===== src/rtl/swa_pkg.sv =====
// Shared constants and types for the sliding-window average block.
// No dependencies; compile first.
package swa_pkg;

  localparam int MAX_WINDOW_DEF  = 64;  // default ring depth
  localparam int SAMPLE_BITS_DEF = 16;  // default sample width
  localparam int CFG_W           = 7;   // width of the window_length register
  localparam int RESET_WINDOW    = 16;  // window length after reset

  // Status from the divider back to the sequencer.
  typedef struct packed {
    logic busy;  // division in progress
    logic done;  // one-cycle pulse, quotient valid from here on
  } swa_div_stat_t;

endpackage


===== src/rtl/sliding_window_average.sv =====
// Sliding-window (moving) average over the last window_length signed samples.
// Depends on swa_pkg, swa_ram and swa_div.
//
// Each input word carries one signed sample. The block keeps the last window_length
// samples in a ring RAM (depth MAX_WINDOW), a running sum and a write pointer. For each
// sample it drops the oldest slot from the sum, adds the new sample, overwrites that slot,
// advances the pointer modulo window_length and returns one output word: the sum divided
// by window_length, truncated toward zero. The divider produces one quotient bit per cycle
// over SUM_W = SAMPLE_BITS + log2(MAX_WINDOW) bits (22 at the defaults), and s_axis_tready
// is low while a word is being processed, so a new sample waits for the last one. The
// result sits in an output register, so the next sample is taken while it waits. Writing
// window_length (only while idle) clamps 0 to 1 and values above MAX_WINDOW to MAX_WINDOW,
// and clears the ring, sum and pointer at once: per-slot valid bits make unwritten slots
// read as zero, so there is no clearing pass after reset or after a write.
module sliding_window_average #(
  parameter int MAX_WINDOW  = swa_pkg::MAX_WINDOW_DEF,
  parameter int SAMPLE_BITS = swa_pkg::SAMPLE_BITS_DEF,
  localparam int DATA_W     = ((SAMPLE_BITS + 7) / 8) * 8
) (
  input  logic                     clk_i,
  input  logic                     rst_ni,
  // slave side: tdata = {pad, sample[SAMPLE_BITS-1:0]}
  input  logic                     s_axis_tvalid,
  output logic                     s_axis_tready,
  input  logic [DATA_W-1:0]        s_axis_tdata,
  // master side: tdata = {pad, average[SAMPLE_BITS-1:0]}
  output logic                     m_axis_tvalid,
  input  logic                     m_axis_tready,
  output logic [DATA_W-1:0]        m_axis_tdata,
  // window_length register
  input  logic                     cfg_we_i,
  input  logic [swa_pkg::CFG_W-1:0] cfg_wdata_i
);

  import swa_pkg::*;

  localparam int PTR_W   = $clog2(MAX_WINDOW);
  localparam int LEN_W   = $clog2(MAX_WINDOW + 1);
  localparam int SUM_W   = SAMPLE_BITS + $clog2(MAX_WINDOW);
  localparam int RST_LEN = (RESET_WINDOW > MAX_WINDOW) ? MAX_WINDOW : RESET_WINDOW;

  // sequencer states
  localparam logic [2:0] ST_IDLE  = 3'd0;  // waiting for a sample
  localparam logic [2:0] ST_READ  = 3'd1;  // oldest slot on RAM output; update sum and ring
  localparam logic [2:0] ST_START = 3'd2;  // launch the divider on the new sum
  localparam logic [2:0] ST_WAIT  = 3'd3;  // divider running
  localparam logic [2:0] ST_OUT   = 3'd4;  // move quotient into the output register

  logic [2:0]                     state_q, state_d;
  logic [LEN_W-1:0]               len_q, len_d;
  logic [PTR_W-1:0]               pos_q, pos_d;
  logic signed [SUM_W-1:0]        sum_q, sum_d;
  logic [MAX_WINDOW-1:0]          valid_q, valid_d;
  logic signed [SAMPLE_BITS-1:0]  sample_q, sample_d;
  logic                           out_valid_q, out_valid_d;
  logic [SAMPLE_BITS-1:0]         avg_q, avg_d;

  logic                           accept;
  logic                           ram_we;
  logic [SAMPLE_BITS-1:0]         ram_rdata;
  logic signed [SAMPLE_BITS-1:0]  oldest;
  logic [LEN_W-1:0]               pos_inc;
  logic                           div_start;
  swa_div_stat_t                  div_stat;
  logic [SUM_W-1:0]               div_quo;

  assign s_axis_tready = (state_q == ST_IDLE);
  assign accept        = s_axis_tvalid & s_axis_tready;

  // slots never written since the last clear read as zero
  assign oldest  = valid_q[pos_q] ? signed'(ram_rdata) : '0;
  assign pos_inc = LEN_W'(pos_q) + LEN_W'(1);

  assign ram_we    = (state_q == ST_READ);
  assign div_start = (state_q == ST_START);

  always_comb begin
    state_d     = state_q;
    len_d       = len_q;
    pos_d       = pos_q;
    sum_d       = sum_q;
    valid_d     = valid_q;
    sample_d    = sample_q;
    out_valid_d = out_valid_q;
    avg_d       = avg_q;

    if (out_valid_q && m_axis_tready) begin
      out_valid_d = 1'b0;
    end

    case (state_q)
      ST_IDLE: begin
        if (accept) begin
          sample_d = signed'(s_axis_tdata[SAMPLE_BITS-1:0]);
          state_d  = ST_READ;
        end
      end
      ST_READ: begin
        sum_d          = sum_q - SUM_W'(oldest) + SUM_W'(sample_q);
        valid_d[pos_q] = 1'b1;
        pos_d          = (pos_inc == len_q) ? '0 : pos_inc[PTR_W-1:0];
        state_d        = ST_START;
      end
      ST_START: begin
        state_d = ST_WAIT;
      end
      ST_WAIT: begin
        if (div_stat.done) begin
          state_d = ST_OUT;
        end
      end
      ST_OUT: begin
        if (!out_valid_q || m_axis_tready) begin
          avg_d       = div_quo[SAMPLE_BITS-1:0];
          out_valid_d = 1'b1;
          state_d     = ST_IDLE;
        end
      end
      default: begin
        state_d = ST_IDLE;
      end
    endcase

    // register write: clamp, then clear the window
    if (cfg_we_i) begin
      if (cfg_wdata_i == '0) begin
        len_d = LEN_W'(1);
      end else if (int'(cfg_wdata_i) > MAX_WINDOW) begin
        len_d = LEN_W'(MAX_WINDOW);
      end else begin
        len_d = LEN_W'(cfg_wdata_i);
      end
      pos_d   = '0;
      sum_d   = '0;
      valid_d = '0;
    end
  end

  always_ff @(posedge clk_i or negedge rst_ni) begin
    if (!rst_ni) begin
      state_q     <= ST_IDLE;
      len_q       <= LEN_W'(RST_LEN);
      pos_q       <= '0;
      sum_q       <= '0;
      valid_q     <= '0;
      out_valid_q <= 1'b0;
    end else begin
      state_q     <= state_d;
      len_q       <= len_d;
      pos_q       <= pos_d;
      sum_q       <= sum_d;
      valid_q     <= valid_d;
      out_valid_q <= out_valid_d;
    end
  end

  always_ff @(posedge clk_i) begin
    sample_q <= sample_d;
    avg_q    <= avg_d;
  end

  // ring store: read the oldest slot as the sample is taken, overwrite it next cycle
  swa_ram #(
    .WIDTH (SAMPLE_BITS),
    .DEPTH (MAX_WINDOW)
  ) u_ring (
    .clk_i   (clk_i),
    .we_i    (ram_we),
    .waddr_i (pos_q),
    .wdata_i (sample_q),
    .re_i    (accept),
    .raddr_i (pos_q),
    .rdata_o (ram_rdata)
  );

  swa_div #(
    .SUM_W (SUM_W),
    .LEN_W (LEN_W)
  ) u_div (
    .clk_i      (clk_i),
    .rst_ni     (rst_ni),
    .start_i    (div_start),
    .dividend_i (sum_q),
    .divisor_i  (len_q),
    .stat_o     (div_stat),
    .quotient_o (div_quo)
  );

  assign m_axis_tvalid = out_valid_q;
  assign m_axis_tdata  = DATA_W'(avg_q);

`ifndef SYNTHESIS
  // new samples only come in while the divider is free
  assert property (@(posedge clk_i) disable iff (!rst_ni)
    s_axis_tready |-> !div_stat.busy)
    else $error("sample accepted while divider busy");

  // a divide completes only when the sequencer is waiting for it
  assert property (@(posedge clk_i) disable iff (!rst_ni)
    div_stat.done |-> (state_q == ST_WAIT))
    else $error("divider done outside wait state");

  // an output word only appears from the output state
  assert property (@(posedge clk_i) disable iff (!rst_ni)
    $rose(out_valid_q) |-> $past(state_q == ST_OUT))
    else $error("output word without a finished divide");

  // the write pointer stays inside the active window
  assert property (@(posedge clk_i) disable iff (!rst_ni)
    LEN_W'(pos_q) < len_q)
    else $error("write pointer outside window");
`endif

endmodule


===== src/rtl/swa_ram.sv =====
// Generic single-write, single-read RAM with registered read data.
// No dependencies.
module swa_ram #(
  parameter int WIDTH = 16,
  parameter int DEPTH = 64
) (
  input  logic                     clk_i,
  input  logic                     we_i,
  input  logic [$clog2(DEPTH)-1:0] waddr_i,
  input  logic [WIDTH-1:0]         wdata_i,
  input  logic                     re_i,
  input  logic [$clog2(DEPTH)-1:0] raddr_i,
  output logic [WIDTH-1:0]         rdata_o
);

  logic [WIDTH-1:0] mem_q [DEPTH];
  logic [WIDTH-1:0] rdata_q;

  always_ff @(posedge clk_i) begin
    if (we_i) begin
      mem_q[waddr_i] <= wdata_i;
    end
    if (re_i) begin
      rdata_q <= mem_q[raddr_i];
    end
  end

  assign rdata_o = rdata_q;

endmodule


===== src/rtl/swa_div.sv =====
// Iterative signed-by-unsigned divider, one quotient bit per cycle, truncating toward zero.
// Depends on swa_pkg (status struct).
module swa_div #(
  parameter int SUM_W = 22,
  parameter int LEN_W = 7
) (
  input  logic                     clk_i,
  input  logic                     rst_ni,
  input  logic                     start_i,
  input  logic signed [SUM_W-1:0]  dividend_i,
  input  logic [LEN_W-1:0]         divisor_i,
  output swa_pkg::swa_div_stat_t   stat_o,
  output logic [SUM_W-1:0]         quotient_o
);

  import swa_pkg::*;

  localparam int CNT_W = $clog2(SUM_W);

  localparam logic [1:0] D_IDLE = 2'd0;
  localparam logic [1:0] D_RUN  = 2'd1;
  localparam logic [1:0] D_FIX  = 2'd2;

  logic [1:0]       state_q, state_d;
  logic [CNT_W-1:0] cnt_q, cnt_d;
  logic             neg_q, neg_d;
  logic             done_q, done_d;
  logic [LEN_W-1:0] dvs_q, dvs_d;
  logic [LEN_W:0]   rem_q, rem_d;
  logic [SUM_W-1:0] quo_q, quo_d;

  logic [LEN_W:0]   rem_sh;
  logic [LEN_W+1:0] diff;

  assign rem_sh = {rem_q[LEN_W-1:0], quo_q[SUM_W-1]};
  assign diff   = {1'b0, rem_sh} - {2'b00, dvs_q};

  always_comb begin
    state_d = state_q;
    cnt_d   = cnt_q;
    neg_d   = neg_q;
    done_d  = 1'b0;
    dvs_d   = dvs_q;
    rem_d   = rem_q;
    quo_d   = quo_q;
    case (state_q)
      D_IDLE: begin
        if (start_i) begin
          neg_d   = dividend_i[SUM_W-1];
          quo_d   = dividend_i[SUM_W-1] ? SUM_W'(-dividend_i) : SUM_W'(dividend_i);
          dvs_d   = divisor_i;
          rem_d   = '0;
          cnt_d   = '0;
          state_d = D_RUN;
        end
      end
      D_RUN: begin
        // restoring step: keep the trial difference when it stays non-negative
        if (!diff[LEN_W+1]) begin
          rem_d = diff[LEN_W:0];
          quo_d = {quo_q[SUM_W-2:0], 1'b1};
        end else begin
          rem_d = rem_sh;
          quo_d = {quo_q[SUM_W-2:0], 1'b0};
        end
        cnt_d = cnt_q + CNT_W'(1);
        if (cnt_q == CNT_W'(SUM_W - 1)) begin
          state_d = D_FIX;
        end
      end
      D_FIX: begin
        quo_d   = neg_q ? (~quo_q + SUM_W'(1)) : quo_q;
        done_d  = 1'b1;
        state_d = D_IDLE;
      end
      default: begin
        state_d = D_IDLE;
      end
    endcase
  end

  always_ff @(posedge clk_i or negedge rst_ni) begin
    if (!rst_ni) begin
      state_q <= D_IDLE;
      done_q  <= 1'b0;
    end else begin
      state_q <= state_d;
      done_q  <= done_d;
    end
  end

  always_ff @(posedge clk_i) begin
    cnt_q <= cnt_d;
    neg_q <= neg_d;
    dvs_q <= dvs_d;
    rem_q <= rem_d;
    quo_q <= quo_d;
  end

  assign stat_o.busy = (state_q != D_IDLE);
  assign stat_o.done = done_q;
  assign quotient_o  = quo_q;

endmodule


===== config.mk =====
export PLATFORM = sky130hd
export DESIGN_NAME = sliding_window_average
export DESIGN_NICKNAME = d
export VERILOG_FILES = /design/src/rtl/swa_pkg.sv /design/src/rtl/sliding_window_average.sv /design/src/rtl/swa_ram.sv /design/src/rtl/swa_div.sv
export SDC_FILE = /design/constraint.sdc
export NUM_CORES = 1
export LEC_CHECK = 0
export ABC_AREA = 1
export ABC_CLOCK_PERIOD_IN_PS = 3600
export BUFFER_PORTS_ARGS = -buffer_cell sky130_fd_sc_hd__buf_2
export CORE_MARGIN = 1.5
export CORE_UTILIZATION = 35
export DETAILED_ROUTE_END_ITERATION = 8
export PLACE_DENSITY_LB_ADDON = 0.2
export SYNTH_ARGS = -nofsm -noshare
export SYNTH_HDL_FRONTEND = slang
export SYNTH_HIERARCHICAL = 1
export SYNTH_SLANG_ARGS = --single-unit

===== constraint.sdc =====
create_clock -name clk_i -period 3.6 [get_ports clk_i]
set_clock_uncertainty 0.15 [all_clocks]
set_input_delay 0.36 -clock clk_i [delete_from_list [all_inputs] [get_ports clk_i]]
set_output_delay 0.36 -clock clk_i [all_outputs]
set_load 0.005 [all_outputs]

### Word level (Yosys, flattened, before mapping)

Memory sizes are Yosys's and may differ from the RTL's. A register that Yosys moved wholly into a read port is not among the register bits.
Index checks and enable logic that the tools add are counted.

* $add $sub $neg: 7
* $mul: 0
* div/mod/pow operators: 0
* magnitude comparators: 3
* eq/ne operators: 14
* shifts and indexed selects: 0
* multiplexer cells: 37
* bitwise gates (word level): 3
* reduce and logical (&&, ||, !) cells: 17

Operators by type and width (count)
* $mux W64: 2
* $mux W22: 5
* $pmux W22 S3: 1
* $or A64 B64 Y64: 1
* $mux W7: 4
* $add A22 B1 Y22 const B: 1
* $add A22 B16 Y22: 1
* $neg A22 Y22: 1
* $not A22 Y22: 1
* $sub A22 B16 Y22: 1
* $mux W6: 3
* $mux W16: 1
* $pmux W3 S5: 1
* $pmux W7 S2: 1
* $pmux W5 S2: 1
* $reduce_and A2 Y1: 5
* $mux W1: 9
* $mux W3: 3
* $sub A8 B7 Y9: 1
* $ne A2 B1 Y1 const B: 4
* $add A6 B1 Y7 const B: 1
* $eq A7 B7 Y1: 1
* $gt A7 B7 Y1 const B: 1
* $logic_not A7 Y1: 1
* 24 further kinds: 30

* flip-flop bits (word level): 180
* bits in latches: 0
* memory bits (writable): 1024
* ROM bits: 0
* memories: 1

Memory list
* u_ring.mem_q: words 64, width 16, read ports 1, clocked after memory_dff 1, write ports 1, line swa_ram.sv:16 `logic [WIDTH-1:0] mem_q [DEPTH];`

### Logic depth before layout (Yosys ltp)

Gate-level depths: netlist (run 1).

* depth in word-level cells: 7
* depth in mapped cells: 27
* mapped depth without buffers: 24

### Cells and area by module

The synthesis (run 1) kept the hierarchy.

Modules (own cells, without submodules)
* swa_ram: instances 1, cells an instance 3517, area each 42259.3 um^2, sequential area each 31230.0 um^2
* sliding_window_average: instances 1, cells an instance 971, area each 7825.0 um^2, sequential area each 3539.6 um^2
* swa_div: instances 1, cells an instance 515, area each 3637.2 um^2, sequential area each 1336.3 um^2

### Least setup slack after synthesis (run 1)

OpenSTA, ideal clock, no wires.

* kind: register to register
* start: register pos_q[0]
* end: register sum_q[16]
* setup time: 0.130 ns
* arrival: 3.425 ns
* data required time: 3.319 ns
* slack: -0.105 ns
* cell stages (with the launch flop): 26
* buffers on the path: 3
* clock period less this slack: 3.705 ns
* cells stage by stage: dfrtp_1 > buf_4 > inv_2 > buf_4 > nand2_1 > nand3_1 > nand2_1 > o21ai_0 > nand2_1 > nor2_1 > nand2_2 > inv_2 > buf_4 > nor2_1 > fa_1 > inv_1 > ha_1 > nand2_1 > o21ai_0 > nor2_1 > o21ai_0 > nand3_1 > nand2_1 > a21oi_1 > o21ai_0 > o21ai_0

* longest elaborated chain between the ends: 7

RTL lines
* start, declared: line sliding_window_average.sv:51 `logic [PTR_W-1:0] pos_q, pos_d;`
* start signal, assigned: line sliding_window_average.sv:150 `pos_q <= pos_d;`
* $bmux W1 S6: line sliding_window_average.sv:71 `assign oldest = valid_q[pos_q] ? signed'(ram_rdata) : '0;`
* $mux W1 (not written as such): line sliding_window_average.sv:71
* $mux W16: line sliding_window_average.sv:71
* $sub A22 B16 Y22: line sliding_window_average.sv:99 `sum_d = sum_q - SUM_W'(oldest) + SUM_W'(sample_q);`
* $add A22 B16 Y22: line sliding_window_average.sv:99
* $mux W22: line sliding_window_average.sv:91 `case (state_q)`
* $mux W22: line sliding_window_average.sv:125 `if (cfg_we_i) begin`
* end signal, assigned: line sliding_window_average.sv:151 `sum_q <= sum_d;`
* end, declared: line sliding_window_average.sv:52 `logic signed [SUM_W-1:0] sum_q, sum_d;`

Every way passes these cells. The select of a mux whose other input is x is not followed.
A chain may end at the register's enable or synchronous reset.

### Worst setup path after layout (run 1)

* start: register pos_q[0]
* end: register sum_q[19]

The elaborated chain is that of the path after synthesis.

==> results of run 1 <==
area by class of cell:
class / count / area (sq um)
fillers: 14400 / 88200
flip-flops and latches: 1220 / 36100
multi-input cells: 3220 / 15400
repair buffers: 429 / 4320
clock buffers: 168 / 3640
well taps: 2030 / 2540
inverters: 297 / 1160
clock inverters: 79 / 694
diodes: 2 / 5.00
power groups by stage:
stage / combinational (mW) / sequential (mW) / clock (mW)
after global routing: 18.4 / 17.2 / 14.5
after CTS: 16.4 / 17.2 / 13.9
after global placement: 14.8 / 17.4 / 0
after detailed placement: 14.9 / 17.4 / 0
after floorplan: 9.68 / 17.6 / 0
final: 16.5 / 17.2 / 13.6
registers in the layout, indices dropped and copies added, names as in the netlist:
signal	cells
u_div/cnt_q	5
u_div/dvs_q	7
u_div/rem_q	7
u_div/neg_q	1
pos_q	6
len_q	7
u_div/quotient_o	22
sum_q	22
u_div/state_q	2
state_q	3
u_ring/rdata_o	16
valid_q	64
m_axis_tvalid	1
u_ring/mem_q	1024
sample_q	16
u_div/done_q	1
m_axis_tdata	16
through the flow:
stage | total power [mW] | cells | setup WS [ns] | TNS, ns | area (sq um)
3_5_place_dp | 32.4 | 7148 | -0.554 | -11.65 | 58500
3_3_place_gp | 32.3 | 7148 | -0.608 | -11.08 | 58500
2_1_floorplan | 27.2 | 5003 | -0.0400 | -0.0400 | 53700
4_1_cts | 47.5 | 7439 | -0.340 | -3.68 | 63700
6_report | 47.2 | 7445 | -0.337 | -4.09 | 63900
5_1_grt | 50.0 | 7443 | -0.545 | -33.70 | 63900
what timing repair did:
action                     in CTS  in global routing
hold buffers                   35                  0
hold endpoints to repair       95                  0
pin swaps                      33                 16
setup endpoints to repair      56                303
resized for setup             115                 17
buffers inserted                8                  3
gates cloned                    1                  2
kinds of logic (layout without fill, tap and decap cells):
logic type	count (synthesis)	after routing	share of synthesized area [%]
simple gates	2888	2888	23.0
flops	1220	1220	67.2
buf+inv	563	973	5.21
compound gates	249	249	2.46
fa+ha+maj	60	60	1.70
xor+xnor	23	23	0.375
other cells	0	2	0
how the worst min path moves through the flow:
| stage | end |
|---|---|
| 6_report | m_axis_tvalid |
| 5_1_grt | sample_q[15] |
| 4_1_cts | sample_q[11] |
| 3_5_place_dp | m_axis_tdata[1] |
| 3_3_place_gp | m_axis_tdata[1] |
| 2_1_floorplan | len_q[0] |
worst max-delay path, delay by kind of cell, from the launching register on:
kind,cells,cell delay (ns)
compound gates,2,0.22
fa+ha+maj,2,0.88
buf+inv,5,0.64
flops,1,0.53
simple gates,15,1.39
placed cells by master, fill, tap and decap left out, drive strengths merged, types with 3 or more instances in the layout:
master / count
xnor2: 8
clkinv: 64
edfxtp: 1114
a21oi: 124
nor2: 187
inv: 302
nand4: 22
xor2: 15
nand2: 1651
bufinv: 8
dlygate4sd3: 35
clkbuf: 170
o21bai: 4
nand3b: 4
o21ai: 93
ha: 38
a22o: 3
nand3: 985
a21boi: 3
nor3: 21
a21o: 4
nor4: 14
fa: 22
o22ai: 9
buf: 392
dfrtp: 105
layer usage:
layer | share of wire (%) | track usage, %
met4 | 3.0 | 6.74
met3 | 5.2 | 2.84
met5 | 0.0066 | 0
met2 | 47 | 31.4
met1 | 45 | 26.8
==> results_dict.tcl, run 1 <==
set metrics [dict create \
    synthTopCellsByCount "nand2_1 (1639), edfxtp_1 (1114), nand3_1 (984)" \
    setup_slack_ns -0.337 \
    drc 0 \
    clock-sinks 1220 \
    wirelength_um 152000 \
    worst-path-max-fanout 7 \
    overflow 0 \
    period_minus_slack_ns 3.94 \
    place_congestion 0.829 \
    synth_area_per_cell_sq_um 10.7 \
    portBuffers 45 \
    fin_util_pct 42.0 \
    antenna_found_initial 3 \
    slew-limit-headroom_pct 31.2 \
    drt_iter0_markers 2908 \
    crit_type "flop to flop" \
    startpoint "pos_q[0]" \
    wl_per_cell_um 20.4 \
    clk_pin_slew_ns 0.06 \
    design.core.area_sq_mm 0.152 \
    pwr-share-clk_pct 28.8 \
    start_util_pct 35.3 \
    cp_slowest_cell "fa_1" \
    ff2ff_setup_slack_ns -0.34 \
    leakage_nw 24.2 \
    netlist_top_cells_area "edfxtp_1 (62%), nand2_1 (11%), nand3_1 (9.2%), dfrtp_1 (4.9%), inv_1 (2.0%)" \
    num_rows 143 \
    nets 5392 \
    min_path_type "input port to asynchronous set/reset pin" \
    max-vdd-ir-drop_v 0.000494 \
    synth_nets 5091 \
    synth_top_area_share_pct 62.3 \
    max_freq_mhz 254 \
    crit_chain "clkinv_8 -> clkbuf_16 -> nand2_1 -> nand3_1 -> nand2_1 -> o21ai_1 -> nand2_1 -> nor2_1 -> nand2_2 -> buf_6 -> nand2_4 -> clkinvlp_4 -> fa_1 -> inv_2 -> ha_4 -> nand4_1 -> nor2_2 -> nand4_1 -> nand3_4 -> nand2_2 -> nand3_2 -> nand2_1 -> nand2_1 -> o22ai_1" \
    cts_made_buffers 136 \
    p_comb_share_pct 34.9 \
    swShare_pct 35.5 \
    syn_area_sq_mm 0.0537 \
    synth_seq_area_share_pct 67.2 \
    hold_viol_final 0 \
    yosys_warnings 6 \
    rr_startpoint "pos_q[0]" \
    dr.pass1.iters 5 \
    die_y_um 395 \
    dieArea_sq_mm 0.156 \
    crit_top_cell "nand2_1" \
    dpl.hpwl_um 88700 \
    setup_violations 82 \
    drv_slew 0 \
    startpoint_type "flop" \
    ff2ff_path_depth 24 \
    seqPwrFrac_pct 36.3 \
    area.growth.synth_to_final_pct 18.9 \
    clock_path_buffers 3 \
    htree_levels 4 \
    critPathArrivalTime_ns 4.43 \
    status "finished, violations left" \
    timing.critical_path.to "sum_q[19]" \
    powerDensity_mw_per_mm2 739 \
    drive_gt1_share_pct 13.6 \
    ant_nets 0 \
    cp-end-kind "flop" \
    clock_latency_ns 0.77 \
    synth-edff-count 1114 \
    rsz0062_at_grt "true" \
    ios 46 \
    grt_pass1_vias 36300 \
    synthFlopType "edfxtp_1" \
    tightest_slew_ns 1.03 \
    min_period_over_period_pct 109 \
    cap_violations 0 \
    root_buffer "clkbuf_16" \
    violations "setup timing" \
    ys_types 54 \
    cts_tree "done" \
    crit_required_ns 4.09 \
    die_width_um 395 \
    track_usage_pct 19.5 \
    synth_seq_cells 1220 \
    switching_power_mw 16.8 \
    async_reset_ff_share_pct 8.69 \
    synth_largest_area_cell "edfxtp_1" \
    hold_ws_ns 0.132 \
    reg2reg_to "sum_q[19]" \
    p_int_mw 30.5 \
    slowest_delay_ns 0.59 \
    vias_per_cell 4.97 \
    synthCells 5003 \
    num_vias 37000 \
    yosysMostFrequentCell "nand2_1" \
    grt_pass1_wl_um 231000 \
    grt_max_degree 178 \
]
(Power assumes the default switching activity.)
==> inputs of run 2 (changes only) <==
Settings changed: SKIP_CTS_REPAIR_TIMING from default to 1.
==> results_dict.tcl, run 2 (synthesized netlist as in run 1, its figures left out) <==
set metrics [dict create \
    cap_violations 0 \
    die_width_um 395 \
    tightest_slew_ns 0.951 \
    portBuffers 45 \
    die_y_um 395 \
    min_period_over_period_pct 111 \
    grt_pass1_wl_um 229000 \
    nets 5385 \
    cts_tree "done" \
    num_rows 143 \
    startpoint "pos_q[2]" \
    wl_per_cell_um 20.5 \
    critPathArrivalTime_ns 4.52 \
    start_util_pct 35.3 \
    mostFrequentLayoutCells "nand2_1 (1624), edfxtp_1 (1114), nand3_1 (972)" \
    max-vdd-ir-drop_v 0.000496 \
    slew-limit-headroom_pct 36.6 \
    num_vias 36900 \
    setup_violations 17 \
    overflow 0 \
    pre_cts_ws_ns -0.554 \
    rsz0062_at_grt "true" \
    max_freq_mhz 249 \
    reg_top3 "u_ring/mem_q (1024), valid_q (64)" \
    violations "setup timing" \
    layout_commonest_cell "nand2_1" \
    root_buffer "clkbuf_16" \
    drv_slew 0 \
    clock-sinks 1220 \
    htree_levels 4 \
    clock_path_buffers 3 \
    design.core.area_sq_mm 0.152 \
    fillers 14400 \
    status "finished, violations left" \
    dieArea_sq_mm 0.156 \
    cts_made_buffers 136 \
    regMostFlops "u_ring/mem_q" \
    powerDensity_mw_per_mm2 748 \
    drive_gt1_share_pct 14.1 \
    power.total_mw 47.9 \
    largest_reg_flops 1024 \
    crit_type "flop to flop" \
    area.growth.synth_to_final_pct 19.2 \
    cp-end-kind "flop" \
    dpl.hpwl_um 88700 \
    min_path_type "input port to flop" \
    period_minus_slack_ns 4.01 \
    crit_required_ns 4.11 \
    rr_startpoint "pos_q[2]" \
    ant_nets 0 \
    grt_max_degree 178 \
    dr.pass1.iters 7 \
    clock_latency_ns 0.77 \
    vias_per_cell 4.97 \
    worst-path-max-fanout 8 \
    hold_viol_final 0 \
    setup_slack_ns -0.410 \
    track_usage_pct 19.3 \
    startpoint_type "flop" \
    drc 0 \
    drt_iter0_markers 2724 \
    antenna_found_initial 3 \
    wirelength_um 152000 \
    clk_pin_slew_ns 0.06 \
    grt_pass1_vias 35900 \
    ios 46 \
    place_congestion 0.829 \
    leakage_nw 24.2 \
    worstHoldStart "cfg_we_i" \
]
[run 2: path summary, 6_finish.rpt]
path	endpoint	slack, ns	depth (start not counted)
setup / recovery	sum_q[21]	-0.41	24
hold / removal	sum_q[21]	0.02	5
setup reg to reg	sum_q[21]	-0.41	24
hold reg to reg	m_axis_tdata[1]	0.34	0
max in group asynchronous	sum_q[4]	2.24	3
min in group asynchronous	m_axis_tvalid	0.12	2
[run 2: through the flow]
stage / instance area (sq um) / setup TNS, ns / hold WS, ns / instances / utilization (%)
finish: 64000 / -3.59 / 0.0161 / 7438 / 42.1
global route: 64000 / -7.75 / 0.0146 / 7436 / 42.1
CTS: 62800 / -12.45 / -0.437 / 7395 / 41.3
detailed placement: 58500 / -11.65 / 0.331 / 7148 / 38.4
global placement: 58500 / -11.08 / 0.345 / 7148 / 38.4
floorplan: 53700 / -0.0400 / -0.0856 / 5003 / -
[run 2: power by group]
group | leakage (nW) | switching (mW) | total, mW | internal, mW
clock network | 2.13 | 5.81 | 13.6 | 7.79
logic | 10.6 | 10.9 | 17.2 | 6.21
registers | 11.5 | 0.427 | 17.1 | 16.7
total | 24.2 | 17.2 | 47.9 | 30.7
[run 2: worst max-delay path, stage by stage (launching register included)]
cell and delay [ns]:
dfrtp_4 0.52, nand2_4 0.09, clkinvlp_4 0.21, nand3_2 0.13
nand2_1 0.06, o21ai_1 0.14, nand2_1 0.08, nor2_2 0.12
nand2_2 0.12, buf_6 0.15, nand2_4 0.07, clkinvlp_4 0.18
buf_6 0.17, fa_1 0.47, inv_1 0.06, ha_4 0.27
buf_4 0.11, nand2_1 0.08, nand2_1 0.08, a21oi_2 0.06
o21bai_1 0.24, a21o_1 0.12, nand3_1 0.08, nand3_1 0.09
nand2_1 0.05
[run 2: routing by layer]
metal | vias up | global-route usage (%) | part of all wire, %
met3 | 223 | 2.85 | 4.9
met2 | 909 | 31.1 | 47
met5 | - | 0 | 0.0066
met1 | 18000 | 26.6 | 45
li1 | 17800 | - | -
met4 | 2 | 6.63 | 3.1
[run 2: cell type report]
cell class	instances	area, sq um	share of cell area (%)
inverter	297	1160	1.81
clock inverter	79	694	1.08
sequential	1220	36100	56.4
clock buffer	168	3640	5.68
antenna	2	5.00	0.00782
timing repair buffer	422	4240	6.63
multi-input combinational	3220	15600	24.4
tap	2030	2540	3.97
